File: src/rtl/core/banked_flash_command_unit_defines.svh
// ---------------------------------------------------------------------------
// Banked flash command unit: assertion macros
// Shared property shorthands for the concurrent checks of the unit.
// ---------------------------------------------------------------------------
`ifndef BANKED_FLASH_COMMAND_UNIT_DEFINES_SVH
`define BANKED_FLASH_COMMAND_UNIT_DEFINES_SVH

// consequent holds in the same cycle as the antecedent
`define BFCU_ASSERT_SAME(label, clk, rst, ante, cons, msg) \
  label: assert property (@(posedge clk) disable iff (rst) (ante) |-> (cons)) \
    else $error(msg);

// consequent holds in the cycle after the antecedent
`define BFCU_ASSERT_NEXT(label, clk, rst, ante, cons, msg) \
  label: assert property (@(posedge clk) disable iff (rst) (ante) |=> (cons)) \
    else $error(msg);

`endif

File: src/rtl/core/bfcu_pkg.sv
// ---------------------------------------------------------------------------
// Banked flash command unit: shared package
// Bus codes, command sequencer codes, defaults and controller interface types.
// ---------------------------------------------------------------------------
`default_nettype none

package bfcu_pkg;

  // parameter defaults
  localparam int BANK_BYTES_DEF   = 65536;
  localparam int SECTOR_BYTES_DEF = 4096;
  localparam int NUM_BANKS_DEF    = 2;

  // bus item fields
  localparam int ADDR_W = 16;
  localparam int DATA_W = 8;

  localparam logic CMD_READ  = 1'b0;
  localparam logic CMD_WRITE = 1'b1;

  // configuration registers
  localparam int CFG_IDX_W = 1;
  localparam logic [CFG_IDX_W-1:0] CFG_MANUFACTURER_ID = 1'd0;
  localparam logic [CFG_IDX_W-1:0] CFG_DEVICE_ID       = 1'd1;

  localparam logic [DATA_W-1:0] MANUFACTURER_ID_RST = 8'h62;
  localparam logic [DATA_W-1:0] DEVICE_ID_RST       = 8'h13;

  // unlock addresses and command bytes
  localparam logic [ADDR_W-1:0] ADDR_UNLOCK_A = 16'h5555;
  localparam logic [ADDR_W-1:0] ADDR_UNLOCK_B = 16'h2AAA;
  localparam logic [ADDR_W-1:0] ADDR_ZERO     = 16'h0000;
  localparam logic [ADDR_W-1:0] ADDR_ONE      = 16'h0001;

  localparam logic [DATA_W-1:0] BYTE_UNLOCK_A   = 8'hAA;
  localparam logic [DATA_W-1:0] BYTE_UNLOCK_B   = 8'h55;
  localparam logic [DATA_W-1:0] BYTE_ID_MODE    = 8'h90;
  localparam logic [DATA_W-1:0] BYTE_ERASE      = 8'h80;
  localparam logic [DATA_W-1:0] BYTE_PROGRAM    = 8'hA0;
  localparam logic [DATA_W-1:0] BYTE_BANK_SEL   = 8'hB0;
  localparam logic [DATA_W-1:0] BYTE_RESET      = 8'hF0;
  localparam logic [DATA_W-1:0] BYTE_CHIP_ERASE = 8'h10;
  localparam logic [DATA_W-1:0] BYTE_SECT_ERASE = 8'h30;
  localparam logic [DATA_W-1:0] BYTE_ERASED     = 8'hFF;

  // command sequencer codes
  localparam int SEQ_W = 4;
  localparam logic [SEQ_W-1:0] SEQ_READY   = 4'd0;
  localparam logic [SEQ_W-1:0] SEQ_UNLOCK1 = 4'd1;
  localparam logic [SEQ_W-1:0] SEQ_UNLOCK2 = 4'd2;
  localparam logic [SEQ_W-1:0] SEQ_ID      = 4'd3;
  localparam logic [SEQ_W-1:0] SEQ_PROGRAM = 4'd4;
  localparam logic [SEQ_W-1:0] SEQ_ERASE1  = 4'd5;
  localparam logic [SEQ_W-1:0] SEQ_ERASE2  = 4'd6;
  localparam logic [SEQ_W-1:0] SEQ_ERASE3  = 4'd7;
  localparam logic [SEQ_W-1:0] SEQ_BANK    = 4'd8;

  // controller to datapath
  typedef struct packed {
    logic load_item;   // capture the bus item
    logic reduce;      // fold the address into the bank window
    logic seq_update;  // apply the write to the command sequencer
    logic mem_read;    // read the store at the item address
    logic mem_prog;    // program the store at the item address
    logic chip_load;   // set the sweep over the whole store
    logic sec_load;    // start the sector search
    logic sec_step;    // one sector search step
    logic sec_start;   // capture the sector start
    logic sec_base;    // set the sweep start and sector end
    logic sec_limit;   // set the sweep limit clipped to the bank
    logic sweep;       // erase one byte and advance
    logic out_load;    // load the result register
  } ctrl_cmd_t;

  // datapath to controller
  typedef struct packed {
    logic is_write;
    logic id_mode;
    logic res_ok;
    logic sec_ok;
    logic act_program;
    logic act_chip;
    logic act_sector;
    logic sweep_done;
    logic out_free;
  } ctrl_status_t;

endpackage

`default_nettype wire

File: src/rtl/core/bfcu_ctrl.sv
// ---------------------------------------------------------------------------
// Banked flash command unit: controller
// Sequences each bus beat through address folding, decode, store access,
// result hand-off and erase sweeps.
// ---------------------------------------------------------------------------
`default_nettype none

module bfcu_ctrl
  import bfcu_pkg::*;
(
  input  logic         clk,
  input  logic         rst,
  input  logic         in_valid,
  output logic         in_ready,
  input  ctrl_status_t st,
  output ctrl_cmd_t    ctl_cmd
);

  localparam logic [3:0] S_INIT    = 4'd0;
  localparam logic [3:0] S_SWEEP   = 4'd1;
  localparam logic [3:0] S_IDLE    = 4'd2;
  localparam logic [3:0] S_REDUCE  = 4'd3;
  localparam logic [3:0] S_DECIDE  = 4'd4;
  localparam logic [3:0] S_OUT     = 4'd5;
  localparam logic [3:0] S_SECFIND = 4'd6;
  localparam logic [3:0] S_SECSET  = 4'd7;
  localparam logic [3:0] S_SECLIM  = 4'd8;

  logic [3:0] state;
  logic [3:0] state_next;

  assign in_ready = (state == S_IDLE);

  always_comb begin
    ctl_cmd    = '0;
    state_next = state;
    unique case (state)
      S_INIT: begin
        ctl_cmd.chip_load = 1'b1;
        state_next        = S_SWEEP;
      end
      S_SWEEP: begin
        ctl_cmd.sweep = 1'b1;
        if (st.sweep_done) begin
          state_next = S_IDLE;
        end
      end
      S_IDLE: begin
        if (in_valid) begin
          ctl_cmd.load_item = 1'b1;
          state_next        = S_REDUCE;
        end
      end
      S_REDUCE: begin
        ctl_cmd.reduce = 1'b1;
        if (st.res_ok) begin
          state_next = S_DECIDE;
        end
      end
      S_DECIDE: begin
        if (!st.is_write) begin
          ctl_cmd.mem_read = !st.id_mode;
          state_next       = S_OUT;
        end else begin
          ctl_cmd.seq_update = 1'b1;
          if (st.act_program) begin
            ctl_cmd.mem_prog = 1'b1;
            state_next       = S_IDLE;
          end else if (st.act_chip) begin
            ctl_cmd.chip_load = 1'b1;
            state_next        = S_SWEEP;
          end else if (st.act_sector) begin
            ctl_cmd.sec_load = 1'b1;
            state_next       = S_SECFIND;
          end else begin
            state_next = S_IDLE;
          end
        end
      end
      S_OUT: begin
        // hold the read data until the result register frees
        if (st.out_free) begin
          ctl_cmd.out_load = 1'b1;
          state_next       = S_IDLE;
        end
      end
      S_SECFIND: begin
        ctl_cmd.sec_step = 1'b1;
        if (st.sec_ok) begin
          ctl_cmd.sec_start = 1'b1;
          state_next        = S_SECSET;
        end
      end
      S_SECSET: begin
        ctl_cmd.sec_base = 1'b1;
        state_next       = S_SECLIM;
      end
      S_SECLIM: begin
        ctl_cmd.sec_limit = 1'b1;
        state_next        = S_SWEEP;
      end
      default: state_next = S_IDLE;
    endcase
  end

  always_ff @(posedge clk) begin
    if (rst) begin
      state <= S_INIT;
    end else begin
      state <= state_next;
    end
  end

endmodule

`default_nettype wire

File: config.mk
export PLATFORM = sky130hd
export DESIGN_NAME = bfcu_ctrl
export DESIGN_NICKNAME = d
export VERILOG_FILES = /design/src/rtl/core/banked_flash_command_unit_defines.svh /design/src/rtl/core/bfcu_pkg.sv /design/src/rtl/core/bfcu_ctrl.sv
export SDC_FILE = /design/constraint.sdc
export NUM_CORES = 1
export LEC_CHECK = 0
export BUFFER_PORTS_ARGS = -buffer_cell sky130_fd_sc_hd__buf_4
export CELL_PAD_IN_SITES_DETAIL_PLACEMENT = 0
export CELL_PAD_IN_SITES_GLOBAL_PLACEMENT = 1
export CORE_MARGIN = 1
export CORE_UTILIZATION = 30
export CTS_CLUSTER_SIZE = 40
export DETAILED_ROUTE_END_ITERATION = 7
export PLACE_DENSITY_LB_ADDON = 0.3
export SETUP_SLACK_MARGIN = 0.15
export SKIP_LAST_GASP = 1
export SYNTH_ARGS = -nofsm -noshare
export SYNTH_HDL_FRONTEND = slang
export SYNTH_SLANG_ARGS = --single-unit
File: constraint.sdc
create_clock -name clk -period 2.9 [get_ports clk]
set_input_delay 0.29 -clock clk [delete_from_list [all_inputs] [get_ports clk]]
set_output_delay 0.29 -clock clk [all_outputs]
set_load 0.02 [all_outputs]
[Yosys cells after proc, flatten, opt, wreduce, memory -nomap -nowiden]
Index checks and enable logic that the tools add are counted.
Storage, ports and cells
  bits in writable memories: 0
  logic and storage cells: 49
  ROM bits: 0
  latch bits: 0
  output and inout port bits: 14
  input bits: 12
  memories: 0
  flip-flop bits (word level): 4
Cells by class
  magnitude comparators: 0
  shift-type cells: 0
  bitwise logic cells: 0
  divide/modulo/power cells: 0
  eq/ne operators: 13
  reductions and logical operators: 4
  $mul: 0
  $add $sub $neg: 0
  mux-type cells: 31
Operators by type and width (number)
  $mux W4: 8
  $pmux W4 S8: 1
  $eq A4 B3 Y1 const B: 4
  $mux W1: 16
  $ne A2 B2 Y1 const B: 5
  $mux W3: 3
  $eq A4 B2 Y1 const B: 2
  $reduce_and A5 Y1: 1
  $eq A4 B1 Y1 const B: 1
  $eq A4 B4 Y1 const B: 1
  $logic_not A4 Y1: 1
  $mux W2: 2
  $pmux W1 S2: 1
  $reduce_or A2 Y1: 1
  $logic_not A1 Y1: 1

[Depth between registers and ports, before layout]
Gate-level depths: netlist (run 1).
  depth after elaboration: 5
  mapped depth: 5
  depth with buffers taken out: 4

[Least setup slack after synthesis (run 1)]
Ideal clock, no wire load.
  path type: in2out
  start point: input st[4] in the netlist's numbering
  end point: output ctl_cmd[7] in the netlist's numbering
  path slack: 765 ps
  required time: 2610 ps
  path buffers: 0
  arrival time: 1845 ps
  cell stages on the path: 3
  cells stage by stage: nand2b_1 or2_2 a2111oi_0
RTL lines
  start: declaration: RTL line bfcu_ctrl.sv:15  | input ctrl_status_t st,
  end: declaration: RTL line bfcu_ctrl.sv:16  | output ctrl_cmd_t ctl_cmd

==> impl_metrics.toml, run 1 <==
[outcome]
status = "completed"

[route]
antenna_left = 0
drt_wl_total_mm = 1.12
drt-initial-drc-count = 5
avgViaCountPerCell = 5.15
drtPass1Iterations = 2
avgRoutedWirePerCell_um = 11.4
drc = 0
routed-via-count = 505

[logic_synthesis]
synth_cells = 59
ys_warn_count = 0
async_flop_share_pct = 0
ys_ff_latch = 4
synth_edf_count = 0
ys_top_cells_by_area = "dfxtp_1, nor3_1, nor2_1"
synth_common_cells = "nor2_1, nor3_1, nand2_1"
synthDistinctLibCells = 27
avgSynthCellArea_um2 = 7.61
synth.largest_area_cell = "dfxtp_1"
syn-cell-area_um2 = 449
syn-num-nets = 71
synth.top_cell.area_share_pct = 17.8
synth-seq-area-share_pct = 17.8
ys.flop_type = "dfxtp_1"

[clock_tree]
ctsResizeCount = 0
clock_sinks = 4
clk_latency_ns = 0.23
cts_tree = "done"
clock_path_buffers = 2
cts-root-buf = "clkbuf_4"
cts_hold_buf = 0
clk_pin_slew_ns = 0.04
post_cts_buffers = 0
cts_buffers = 3
cts.htree.levels = 1

[critical_path]
critPathLaunchType = "flip-flop"
timing.rr.start = "state[2]$_SDFFE_PP0P_"
endpoint_kind = "output pin"
cp_cell_sequence = "nor2b_1 -> nand3_1 -> inv_1 -> and3_1 -> buf_4"
critPathCapture = "ctl_cmd[6]"
slowest_stage = "dfxtp_1"
cpPeakStageDelay_ns = 0.66
cp.required_ns = 2.61
cp_max_fo = 15
cp.depth = 5
arrival_ns = 1.75
startpoint = "state[2]$_SDFFE_PP0P_"
crit_buf_inv = 2
regToRegSetupSlack_ns = 1.05
ff2ff_path_depth = 3
reg2reg_to = "state[2]$_SDFFE_PP0P_"
path_class = "reg -> out"
path_delay_family = "flip-flops"

[placed_design]
portBuffers = 25
dp_hpwl_um = 863
gp_congestion = 0.773
dp_cells = 95
place_area_um2 = 629
pre_cts_ws_ns = 1.07

[global_routing]
grt_max_degree = 16
use_met1_pct = 17.4
antenna_found_initial = 0
grt_most_used_layer = "met2"
grt_overflow_total = 0
grt.total_usage_pct = 14.4
grt_pass1_vias = 389
grt_pass1_wl_mm = 1.60
grtUsageMet3_pct = 4.89
use_met2_pct = 24.6

[layout]
final_cell_area_um2 = 652
syn2layout_area_growth_pct = 45.1
largest-register = "state"
final_nets = 97
largest_reg_flops = 4
diodes = 0
final_cells = 98
top_regs = "state: 4 flops"
fillCellCount = 146
drive_above_1_share_pct = 43.4

[sta]
rsz0062_at_grt = "no"
period_share_pct = 70.3
finClkSkew_ns = 0.00123
layout_setup_ws_ns = 0.863
finalHoldViolCount = 0
max_slew_margin_pct = 62.8
fmax_ghz = 0.491
min_period_ns = 2.04
setup_viol = 0
tightest_slew_ns = 0.557
setup_tns_ns = 0
maxSlewViolCount = 0

[floorplan]
start_util_pct = 33.3
die_h_um = 40.7
io_pins = 26
rows = 13
die_w_um = 40.7
coreArea_um2 = 1350
dieArea_um2 = 1660

[hold_path]
holdPathStages = 2
hold_path.class = "in -> reg"

[power]
leakagePower_nw = 0.297
total_power_uw = 249
ir_drop_mv = 0.191
p_per_area_nw_per_um2 = 382

[job]
maxCapViolCount = 0
## routing by layer
| metal | routed length [um] | vias to the layer above |
|---|---|---|
| li1 | - | 263 |
| met1 | 527 | 223 |
| met2 | 517 | 19 |
| met3 | 73 | 0 |
| met4 | 0 | 0 |
| met5 | 0 | - |
## how the worst min path moves through the flow
| stage | start | to |
|---|---|---|
| floorplan | rst | state[1]$_SDFFE_PP0P_ |
| global placement | rst | state[1]$_SDFFE_PP0P_ |
| detailed placement | rst | state[0]$_SDFFE_PP0P_ |
| CTS | rst | state[1]$_SDFFE_PP0P_ |
| global route | rst | state[1]$_SDFFE_PP0P_ |
| finish | rst | state[1]$_SDFFE_PP0P_ |
## cell families after synthesis
group	share of synthesized area [%]
multiplexers	3.34
buffers and inverters	9.19
AO/OA/AOI/OAI	25.1
AND/OR/NAND/NOR	44.6
flip-flops	17.8
## placed cells by master (no fill, tap or decap), types with 2 or more instances in the layout
cell type / netlist / routed
buf_4: 0 / 25
nor3_1: 8 / 8
nor2_1: 8 / 8
nand2_1: 5 / 5
inv_1: 4 / 4
nor2b_1: 4 / 4
dfxtp_1: 4 / 4
a2111oi_0: 3 / 3
clkbuf_4: 0 / 3
and2_1: 2 / 2
## final cells by class
class                      count  area [um^2]  share of cell area, %
clock buffer                   3         22.5                   3.45
sequential                     4         80.1                   12.3
timing repair buffer          25          188                   28.8
inverter                       4         15.0                   2.30
multi-input combinational     47          328                   50.3
tap                           15         18.8                   2.88
## worst reg2reg max path: cells and delay by family (launching register included)
kind / cells / cell delay (ns)
compound gates: 1 / 0.33
flops: 1 / 0.66
mux: 1 / 0.34
simple gates: 1 / 0.41
## report_power, final
part           switching (mW)  internal [mW]
sequential             0.0196         0.0608
clock                  0.0215         0.0462
combinational          0.0491         0.0518
total                  0.0902          0.159
## stage by stage
stage | util [%] | hold WS [ns]
after detailed placement | 46.6 | 0.508
final | 48.3 | 0.264
after CTS | 48.3 | 0.261
after global routing | 48.3 | 0.259
after global placement | 46.6 | 0.504
after floorplan | - | 0.368
Note: power is estimated with default switching activity, not from simulation.
==> run 2, diff against run 1 <==
--- a/config.mk
+++ b/config.mk
@@ -9,7 +9,7 @@
 export CELL_PAD_IN_SITES_DETAIL_PLACEMENT = 0
 export CELL_PAD_IN_SITES_GLOBAL_PLACEMENT = 1
 export CORE_MARGIN = 1
-export CORE_UTILIZATION = 30
+export CORE_UTILIZATION = 25
 export CTS_CLUSTER_SIZE = 40
 export DETAILED_ROUTE_END_ITERATION = 7
 export PLACE_DENSITY_LB_ADDON = 0.3
==> constraint.sdc (replaced) <==
create_clock -name clk -period 1.8 [get_ports clk]
set_input_delay 0.18 -clock clk [delete_from_list [all_inputs] [get_ports clk]]
set_output_delay 0.18 -clock clk [all_outputs]
set_load 0.02 [all_outputs]
==> run 2 against run 1 <==
Compared with the run above: die area increased by 19%; largest cell class unchanged; utilization fell by 1.3 points; critical endpoint is now ctl_cmd[12]; sequential power rose by 33%; wire length is 7.3% higher; global-route usage down 1.1 points; first-iteration DRC count rose to 2.6 times the previous value.
==> impl_metrics.toml, run 2 (synthesis gave the netlist of run 1 again) <==
[outcome]
status = "completed"

[route]
antenna_left = 0
routed-via-count = 541
avgRoutedWirePerCell_um = 10.4
drt-initial-drc-count = 13
drtPass1Iterations = 4
drc = 0
drt_wl_total_mm = 1.20
avgViaCountPerCell = 4.70

[layout]
drive_above_1_share_pct = 52.7
final_common_cell = "buf_4"
final_cell_mix = "buf_4, nor3_1, nor2_1"
syn2layout_area_growth_pct = 66.6
diodes = 0
final_cell_area_um2 = 748
top_regs = "state: 4 flops"
final_util_pct = 46.9
largest_reg_flops = 4
final_nets = 105
largest-register = "state"

[power]
power.net_switching_uw = 158
combPwrFrac_pct = 50.8
internal_power_uw = 284
p_per_area_nw_per_um2 = 591
swShare_pct = 35.7
leakagePower_nw = 0.344
ir_drop_mv = 0.357
p_seq_share_pct = 24.2
clock_power_share_pct = 25.0

[floorplan]
die_h_um = 44.4
rows = 14
dieArea_um2 = 1970
start_util_pct = 28.2
io_pins = 26
die_w_um = 44.4
coreArea_um2 = 1590

[clock_tree]
clk_pin_slew_ns = 0.04
cts_tree = "done"
cts.htree.levels = 1
cts_buffers = 3
clk_latency_ns = 0.23
cts_hold_buf = 0
clock_path_buffers = 2
cts-root-buf = "clkbuf_4"
clock_sinks = 4

[hold_path]
hold_path.class = "in -> reg"

[sta]
max_slew_margin_pct = 70.8
finalHoldViolCount = 0
setup_viol = 0
min_period_ns = 1.60
finClkSkew_ns = 0.000989
whs_ns = 0.161
maxSlewViolCount = 0
setup_tns_ns = 0
fmax_ghz = 0.625
period_share_pct = 88.9
rsz0062_at_grt = "yes"
tightest_slew_ns = 0.438

[critical_path]
arrival_ns = 1.42
cp.required_ns = 1.62
critPathLaunchType = "flip-flop"
cp_max_fo = 9
endpoint_kind = "output pin"
path_class = "reg -> out"

[global_routing]
grt_max_degree = 15
grt_overflow_total = 0
grt_pass1_vias = 433
grt.total_usage_pct = 13.3
antenna_found_initial = 0
grt_pass1_wl_mm = 1.95

[job]
maxCapViolCount = 0

[placed_design]
gp_congestion = 0.665
place_area_um2 = 684
portBuffers = 25
dp_hpwl_um = 943
==> run 2: area by class of cell <==
type                       instances  area [um^2]
sequential                         4         81.3
multi-input combinational         47          348
timing repair buffer              33          251
clock buffer                       3         22.5
tap                               24         30.0
inverter                           4         15.0
fill                             160          846
==> run 2: per-stage QoR <==
| step | instances | worst slack (ns) | power [mW] |
|---|---|---|---|
| CTS | 112 | 0.160 | 0.435 |
| floorplan | 59 | 0.169 | 0.243 |
| global placement | 109 | 0.250 | 0.319 |
| detailed placement | 109 | 0.252 | 0.320 |
| finish | 115 | 0.199 | 0.442 |
| global route | 115 | 0.124 | 0.474 |
==> run 2: power groups by stage <==
stage               clock [mW]  combinational, mW  sequential [mW]
floorplan                    0              0.136            0.107
global placement             0              0.211            0.108
detailed placement           0              0.212            0.108
CTS                      0.115              0.214            0.106
global route             0.119              0.246            0.109
finish                   0.111              0.224            0.107
==> run 2: final timing paths <==
path	startpoint	to	slack [ns]	cells after the start
setup / recovery	state[0]$_SDFFE_PP0P_	ctl_cmd[12]	0.20	4
hold / removal	rst	state[1]$_SDFFE_PP0P_	0.16	2
setup reg to reg	state[3]$_SDFFE_PP0P_	state[0]$_SDFFE_PP0P_	0.20	4
hold reg to reg	state[2]$_SDFFE_PP0P_	state[3]$_SDFFE_PP0P_	0.65	3
==> run 2: critical path: stages (launching register included) <==
cell	delay, ns
dfxtp_1	0.33
buf_4	0.17
or3b_4	0.41
nor2b_1	0.12
buf_4	0.15
==> run 2: per-layer routing <==
layer  vias up  part of all wire [%]  GRT usage [%]
li1        278                     -              -
met5         -                     0              0
met3         0                   5.4           2.45
met2        18                    45           19.1
met4         0                     0           5.45
met1       245                    49           19.3
==> run 2: timing repair <==
| action | 4_1_cts | 5_1_grt |
|---|---|---|
| gates resized for setup | 1 | 4 |
| endpoints found under the setup margin | 2 | 6 |
| pin swaps | 0 | 1 |
| buffers inserted | 0 | 3 |
==> run 3, diff against run 2 <==
--- a/config.mk
+++ b/config.mk
@@ -5,13 +5,13 @@
 export SDC_FILE = /design/constraint.sdc
 export NUM_CORES = 1
 export LEC_CHECK = 0
-export BUFFER_PORTS_ARGS = -buffer_cell sky130_fd_sc_hd__buf_4
 export CELL_PAD_IN_SITES_DETAIL_PLACEMENT = 0
 export CELL_PAD_IN_SITES_GLOBAL_PLACEMENT = 1
 export CORE_MARGIN = 1
-export CORE_UTILIZATION = 25
+export CORE_UTILIZATION = 34
 export CTS_CLUSTER_SIZE = 40
 export DETAILED_ROUTE_END_ITERATION = 7
+export DONT_BUFFER_PORTS = 1
 export PLACE_DENSITY_LB_ADDON = 0.3
 export SETUP_SLACK_MARGIN = 0.15
 export SKIP_LAST_GASP = 1
==> run 3 against run 2 <==
Compared with the run above: sequential cell count stayed put; sequential share of layout area grew 3.3 points; utilization is 2.7 points higher; total power down 6.2%; critical endpoint is now ctl_cmd[4].
==> impl_metrics.toml, run 3 (synthesis gave the netlist of run 1 again) <==
[floorplan]
die_h_um = 38.3
die_w_um = 38.3
dieArea_um2 = 1470
coreArea_um2 = 1170
io_pins = 26
start_util_pct = 38.4
rows = 12

[global_routing]
grt_pass1_vias = 406
grt_overflow_total = 0
grt_max_degree = 15
use_met1_pct = 23.3
grt.total_usage_pct = 17.3
grt_pass1_wl_mm = 1.71
use_met2_pct = 23.3
antenna_found_initial = 0
grtUsageMet3_pct = 5.81
grt_most_used_layer = "met1"

[layout]
largest_reg_flops = 4
largest-register = "state"
fillCellCount = 132
multi_input_area_um2 = 352
diodes = 0
final_cell_mix = "nor3_1, nor2_1, buf_4"
final_nets = 83
top_regs = "state: 4 flops"
regArea_um2 = 82.6
syn2layout_area_growth_pct = 29.5
drive_above_1_share_pct = 39.1

[critical_path]
arrival_ns = 1.41
path_class = "reg -> out"
slowest_stage = "or3b_4"
cpPeakStageDelay_ns = 0.45
cp_max_fo = 5
critPathLaunchType = "flip-flop"
endpoint_kind = "output pin"
ff2ff_path_depth = 4
cp_cell_sequence = "or3b_4 -> nor2_1"
cp.required_ns = 1.62

[placed_design]
pre_cts_ws_ns = 0.175
dp_hpwl_um = 813
portBuffers = 0
gp_congestion = 0.732

[job]
maxCapViolCount = 0

[sta]
maxSlewViolCount = 0
setup_viol = 0
setup_tns_ns = 0
min_period_ns = 1.59
fmax_ghz = 0.628
finalHoldViolCount = 0
rsz0062_at_grt = "no"
layout_setup_ws_ns = 0.209
max_slew_margin_pct = 67.4
period_share_pct = 88.4
finClkSkew_ns = 0.00759
tightest_slew_ns = 0.477

[hold_path]
holdPathStages = 1
hold_path.class = "in -> reg"

[power]
ir_drop_mv = 0.358
p_per_area_nw_per_um2 = 712
leakagePower_nw = 0.231
total_power_uw = 414

[clock_tree]
clock_sinks = 4
clock_path_buffers = 2
cts_buffers = 3
clk_pin_slew_ns = 0.04
cts.htree.levels = 1
clk_latency_ns = 0.24
cts-root-buf = "clkbuf_4"
cts_tree = "done"

[route]
drc = 0
drt-initial-drc-count = 2
avgRoutedWirePerCell_um = 12.9
drtPass1Iterations = 3
routed-via-count = 466
antenna_left = 0
avgViaCountPerCell = 5.61
drt_wl_total_mm = 1.07

[outcome]
status = "completed"
-- run 3: worst paths after layout --
check        slack [ns]                   from               endpoint
max                0.21  state[1]$_SDFFE_PP0P_             ctl_cmd[4]
min                0.02                    rst  state[0]$_SDFFE_PP0P_
max reg2reg        0.23  state[0]$_SDFFE_PP0P_  state[2]$_SDFFE_PP0P_
min reg2reg        0.54  state[1]$_SDFFE_PP0P_  state[3]$_SDFFE_PP0P_
-- run 3: cell type report --
class	count	share of cell area [%]
inverters	4	2.58
repair buffers	11	15.9
clock buffers	3	3.87
flip-flops and latches	4	14.2
multi-input cells	47	60.4
well taps	14	3.01
-- run 3: per-stage QoR --
step | hold slack, ns | instance area, um^2 | utilization, % | instances
floorplan | 0.258 | 455 | - | 59
global placement | 0.261 | 514 | 43.9 | 78
detailed placement | 0.266 | 514 | 43.9 | 78
CTS | 0.00829 | 548 | 46.8 | 81
global route | 0.0188 | 582 | 49.7 | 83
finish | 0.0178 | 582 | 49.7 | 83
-- run 3: worst max-delay path: cells and delay by family (launching register included) --
kind | cells | cell delay, ns
flip-flops | 1 | 0.40
AND/OR/NAND/NOR | 2 | 0.78
-- run 3: metal layers --
| metal | vias to the layer above | part of all wire (%) |
|---|---|---|
| met5 | - | 0 |
| met4 | 0 | 0 |
| met3 | 0 | 7.4 |
| met2 | 21 | 45 |
| met1 | 208 | 48 |
| li1 | 237 | - |
-- run 3: what timing repair did --
item / 4_1_cts / 5_1_grt
resized for setup: 4 / 5
hold endpoints to repair: 0 / 1
pin swaps: 0 / 3
setup buffers: 0 / 1
hold buffers: 0 / 1
setup endpoints to repair: 5 / 8
-- run 3: report_power, final --
part,internal [mW],switching [mW]
clock network,0.0747,0.0392
registers,0.0988,0.0118
logic,0.0876,0.102
